`src/vcrd_pkg.sv`:
```
// vcrd_pkg: shared constants, types and helpers of the vector clock race detector
// no dependencies; used by every module under src except vcrd_ram

package vcrd_pkg;

    localparam int NUM_THREADS   = 8;
    localparam int NUM_LOCKS     = 16;
    localparam int NUM_LOCATIONS = 256;
    localparam int CLOCK_BITS    = 32;

    // fixed field widths of the stream items
    localparam int OP_W      = 3;
    localparam int TID_W     = 3;
    localparam int LID_W     = 4;
    localparam int LOC_W     = 8;
    localparam int MASK_W    = 8;
    localparam int IN_DATA_W = 24;
    localparam int OUT_DATA_W = 16;

    localparam int LOCK_AW = (NUM_LOCKS > 1) ? $clog2(NUM_LOCKS) : 1;
    localparam int LOC_AW  = (NUM_LOCATIONS > 1) ? $clog2(NUM_LOCATIONS) : 1;
    localparam int ROW_W   = NUM_THREADS * CLOCK_BITS;

    typedef enum logic [OP_W-1:0] {
        OP_LOCAL   = 3'd0,
        OP_READ    = 3'd1,
        OP_WRITE   = 3'd2,
        OP_ACQUIRE = 3'd3,
        OP_RELEASE = 3'd4
    } t_op;

    typedef logic [CLOCK_BITS-1:0] t_clk;
    typedef t_clk [NUM_THREADS-1:0] t_row;

    typedef struct packed {
        logic [OP_W-1:0]  op;
        logic [TID_W-1:0] tid;
        logic [LID_W-1:0] lid;
        logic [LOC_W-1:0] loc;
    } t_item;

    // commands from the controller to the datapath
    typedef struct packed {
        logic load;   // latch the item and start the row reads
        logic exec;   // update the clocks and load the result register
    } t_dp_cmd;

    function automatic t_clk clk_max(input t_clk a, input t_clk b);
        return (a > b) ? a : b;
    endfunction

endpackage

```
`src/vcrd_ctrl.sv`:
```
// vcrd_ctrl: two-state controller and output valid flag of the race detector
// depends on vcrd_pkg

module vcrd_ctrl (
    input  logic              i_clk,
    input  logic              i_rst_n,
    input  logic              i_in_valid,
    output logic              o_in_ready,
    output logic              o_out_valid,
    input  logic              i_out_ready,
    output vcrd_pkg::t_dp_cmd o_cmd
);

    typedef enum logic [1:0] {
        ST_IDLE = 2'b01,
        ST_EXEC = 2'b10
    } t_state;

    t_state r_state, n_state;
    logic   r_out_valid, n_out_valid;
    logic   w_accept;

    // one result slot: take an item only when the slot is free or draining
    assign o_in_ready = (r_state == ST_IDLE) && (!r_out_valid || i_out_ready);
    assign w_accept   = i_in_valid && o_in_ready;

    always_comb begin
        n_state     = r_state;
        n_out_valid = r_out_valid;
        o_cmd.load  = 1'b0;
        o_cmd.exec  = 1'b0;
        if (r_out_valid && i_out_ready) begin
            n_out_valid = 1'b0;
        end
        case (r_state)
            ST_IDLE: begin
                if (w_accept) begin
                    o_cmd.load = 1'b1;
                    n_state    = ST_EXEC;
                end
            end
            ST_EXEC: begin
                o_cmd.exec  = 1'b1;
                n_out_valid = 1'b1;
                n_state     = ST_IDLE;
            end
            default: begin
                n_state = ST_IDLE;
            end
        endcase
    end

    always_ff @(posedge i_clk) begin
        if (!i_rst_n) begin
            r_state     <= ST_IDLE;
            r_out_valid <= 1'b0;
        end else begin
            r_state     <= n_state;
            r_out_valid <= n_out_valid;
        end
    end

    assign o_out_valid = r_out_valid;

endmodule

```
`config.mk`:
```
export PLATFORM = sky130hd
export DESIGN_NAME = vcrd_ctrl
export DESIGN_NICKNAME = d
export VERILOG_FILES = /design/src/vcrd_pkg.sv /design/src/vcrd_ctrl.sv
export SDC_FILE = /design/constraint.sdc
export NUM_CORES = 1
export LEC_CHECK = 0
export ABC_CLOCK_PERIOD_IN_PS = 1300
export BUFFER_PORTS_ARGS = -buffer_cell sky130_fd_sc_hd__buf_2
export CAP_MARGIN = 25
export CORE_AREA = 10 10 47 49
export DETAILED_ROUTE_END_ITERATION = 6
export DIE_AREA = 0 0 57 59
export PLACE_DENSITY = 0.35
export RECOVER_POWER = 100
export SLEW_MARGIN = 20
export SYNTH_ARGS = -nofsm -noshare
export SYNTH_HDL_FRONTEND = slang
export SYNTH_SLANG_ARGS = --single-unit
export TNS_END_PERCENT = 1
```
`constraint.sdc`:
```
create_clock -name i_clk -period 1.3 [get_ports i_clk]
set_input_delay 0.13 -clock i_clk [delete_from_list [all_inputs] [get_ports i_clk]]
set_output_delay 0.13 -clock i_clk [all_outputs]
set_load 0.005 [all_outputs]
```
# Word level (Yosys, flattened, before mapping)
# Index checks and enable logic that the tools add are counted.
# W data, S select, Z words.
[word_totals]
regBits = 3
in_bits = 4
[classes]
n_eq_ne = 2
muxes = 5
reduce_logical = 7
[ops]
columns = ["operator", "n"]
rows = [
  ["$mux W1", 5],
  ["$logic_and A1 B1 Y1", 3],
  ["$eq A2 B1 Y1 const B", 1],
  ["$eq A2 B2 Y1 const B", 1],
  ["$reduce_and A2 Y1", 1],
  ["$reduce_bool A2 Y1", 1],
  ["$logic_not A1 Y1", 1],
  ["$logic_or A1 B1 Y1", 1],
]

# Longest topological paths before layout
[depth]
word_depth = 6
mapped_depth = 2
ltp_nobuf = 2

# Worst setup path after synthesis
# OpenSTA, ideal clock, no wires.
[synth_path]
kind = "register to register"
startpoint = "register r_out_valid (netlist: o_out_valid)"
endpoint = "register r_state[0]"
required_ns = 1.165
path_stages_with_launch = 3
period_less_slack_ns = 1.049
slack_ns = 0.251
arrival_ns = 0.914
cell_sequence = "dfxtp_1 -> nor2b_4 -> or4b_4"
[synth_between]
elab_chain_cells = 4
[synth_lines]
columns = ["item", "line", "source"]
rows = [
  ["start, declared", "vcrd_ctrl.sv:20", "logic r_out_valid, n_out_valid;"],
  ["start signal, assigned", "vcrd_ctrl.sv:59", "r_out_valid <= n_out_valid;"],
  ["$logic_not A1 Y1", "vcrd_ctrl.sv:24", "assign o_in_ready = (r_state == ST_IDLE) && (!r_out_valid || i_out_ready);"],
  ["$logic_or A1 B1 Y1", "vcrd_ctrl.sv:24", ""],
  ["$logic_and A1 B1 Y1", "vcrd_ctrl.sv:24", ""],
  ["$logic_and A1 B1 Y1", "vcrd_ctrl.sv:25", "assign w_accept = i_in_valid && o_in_ready;"],
  ["end signal, assigned", "vcrd_ctrl.sv:58", "r_state <= n_state;"],
  ["end, declared", "vcrd_ctrl.sv:19", "t_state r_state, n_state;"],
]
# Every way passes these cells.
# A chain may end at the register's enable or synchronous reset.

==> impl_metrics.csv <==
group,metric,value,unit
synthesis,synth_edf_count,0,
placed_design,io_buffer_count,7,
cts,cts_buffers,3,
synthesis,avgSynthCellArea,11.8,µm²
synthesis,ys_seq_area_share,42.5,%
sta,fin_crit,1.24,ns
global_routing,grt_max_degree,6,
worst_hold_path,hp-class,"in2reg",
power_and_ir_drop,switching_share,22.4,%
routing,routed_wl,395,µm
placed_design,pre_cts_ws,0.248,ns
sta,slew_headroom,84.6,%
layout,fin_cells,38,
critical_path,r2r-start,"o_out_valid",
power_and_ir_drop,comb_power_share,9.0,%
synthesis,synth_area_leaders,"dfxtp_1, nor2b_4, or4b_4",
global_routing,track_usage,2.50,%
sta,fin_tns_setup,0,ns
sta,fin_ws,0.0565,ns
sta,max_freq,804,MHz
critical_path,setup.worst_path.class,"reg2out",
critical_path,arrival,1.11,ns
sta,worstMarginPinSlew,0.228,ns
power_and_ir_drop,totalPowerFinal,0.000294,W
worst_hold_path,worst_hold_path.endpoint,"o_out_valid",
flow_run,drv_cap,0,
global_routing,overflow,0,
floorplan,fp.dieArea,0.00336,mm²
worst_hold_path,whs_path_depth,2,
worst_hold_path,holdCritStartpoint,"i_rst_n",
layout,multi_input_area,70.1,µm²
power_and_ir_drop,p_leak,0.0770,nW
synthesis,yosysMostFrequentCell,"dfxtp_1",
cts,root_buffer,"clkbuf_4",
synthesis,ys_seq_elements,3,
critical_path,r2r_slack,0.11,ns
cts,clk_pin_slew,0.04,ns
cts,cts_tree,"yes",
critical_path,timing.rr.end,"r_state[0]",
cts,clock-sinks,3,
synthesis,synthDistinctLibCells,10,
routing,vias_per_cell,3.26,
floorplan,initial_core_util,10.1,%
power_and_ir_drop,p_seq_share,34.5,%
sta,hold_viol_final,0,
synthesis,synthesis.area,141,µm²
synthesis,syn_nets,16,
routing,drc_errors,0,
routing,post_drt_wl_per_cell,10.4,µm
critical_path,ff2ff_path_depth,2,
critical_path,end_kind,"output pin",
floorplan,die_w,57,µm
critical_path,cp_data_required_time,1.17,ns
synthesis,synth_warnings,0,
routing,firstDrtPassIters,4,
layout,fill_cells,165,
cts,post_cts_buffers,0,
routing,vias,124,
layout,drive_above_1_share,45.5,%
synthesis,synth_area_leader_cell,"dfxtp_1",
power_and_ir_drop,switchingPower,0.0000658,W
power_and_ir_drop,power_frac_clock,56.5,%
power_and_ir_drop,powerDensity,1410,mW/mm²
synthesis,ys.flop_type,"dfxtp_1",
floorplan,die_h,59,µm
placed_design,dp_cells,34,
sta,setup_violations,0,
routing,first_iter_violations,4,
layout,register_area,60.1,µm²
critical_path,startpoint_type,"register",
floorplan,num_rows,14,
sta,rsz0062_at_grt,"false",
power_and_ir_drop,peakVddDrop,0.000214,V
cts,h-tree-depth,1,
sta,fin_crit_sh,95.7,%
synthesis,synthCells,12,
cts,cts_hold_buf,0,
sta,holdWs,0.126,ns
synthesis,synth_top_area_share,42.5,%
routing,ant_nets,0,
cts,clk_path_buf_depth,2,
critical_path,crit_fanout,5,
global_routing,first_global_vias,110,
status,status,"complete, no violations",
global_routing,antenna_found_initial,0,
floorplan,core-area,0.00140,mm²
layout,nets,27,
power_and_ir_drop,p_int,0.000228,W
floorplan,io_pins,8,
placed_design,gp_congestion,0.658,
global_routing,grt_first_pass_wirelength,524,µm
layout,area.growth.synth_to_final,46.9,%
sta,skew,0.00233,ns
cts,post_cts_resized,0,
cts,clk-insertion-delay-late,0.23,ns
layout,n_antenna_cell,0,
sta,slew_viol_final,0,
synthesis,synthArstFlopShare,0,%
[cell type report]
cell class                      count  share of cell area (%)
Timing Repair Buffer                7                    15.1
Sequential cell                     3                    28.9
Multi-Input combinational cell      8                    33.7
Clock buffer                        4                    12.7
Tap cell                           16                    9.64
[layer usage]
metal,global-route usage [%],vias to the layer above,part of all wire (%)
li1,-,63,-
met1,2.72,53,52
met2,0.930,8,26
met3,3.65,0,22
met4,4.03,0,0
met5,0,-,0
[sequential cells by signal (all words and copies together) (netlist names)]
signal and count:
r_state 2, o_out_valid 1
[power by group through the flow]
stage | Clock (W) | Combinational, W | Sequential [W]
6_report | 0.000166 | 0.0000265 | 0.000101
5_1_grt | 0.000180 | 0.0000288 | 0.000102
4_1_cts | 0.000175 | 0.0000294 | 0.000101
3_5_place_dp | 0 | 0.0000290 | 0.000103
3_3_place_gp | 0 | 0.0000289 | 0.000102
2_1_floorplan | 0 | 0.0000154 | 0.000102
[kinds of logic after synthesis]
family / Yosys count / synth area share, %
compound gates: 1 / 5.31
buf+inv: 1 / 5.31
flops: 3 / 42.5
simple gates: 7 / 46.9
[worst max-delay path by stage]
stage	from	end	slack, ns	depth (start not counted)
after floorplan	o_out_valid	r_state[0]	0.25	2
after global placement	o_out_valid	r_state[0]	0.26	2
after detailed placement	o_out_valid	r_state[0]	0.25	2
after CTS	o_out_valid	o_cmd[1]	0.04	3
after global routing	o_out_valid	o_cmd[1]	0.02	3
final	o_out_valid	o_cmd[1]	0.06	3
[metrics by stage]
| step | instance area [µm²] | util (%) |
|---|---|---|
| 2_1_floorplan | 141 | - |
| 5_1_grt | 208 | 14.8 |
| 4_1_cts | 215 | 15.4 |
| 6_report | 208 | 14.8 |
| 3_5_place_dp | 189 | 13.5 |
| 3_3_place_gp | 189 | 13.5 |
[cells in the final DEF, fill, tap and decap left out, drive strengths merged]
master and count:
buf 4, o21a 1, or4b 1, dfxtp 3, nor3b 1, clkbuf 7
nand2 1, nor2b 2, and4bb 1, nor4b 1
[critical path, stage by stage (launching register included)]
cell and delay [ns]:
dfxtp_1 0.32, nor2b_4 0.18, and4bb_2 0.25, buf_2 0.12
No activity file was read; power rests on OpenSTA's default activity.
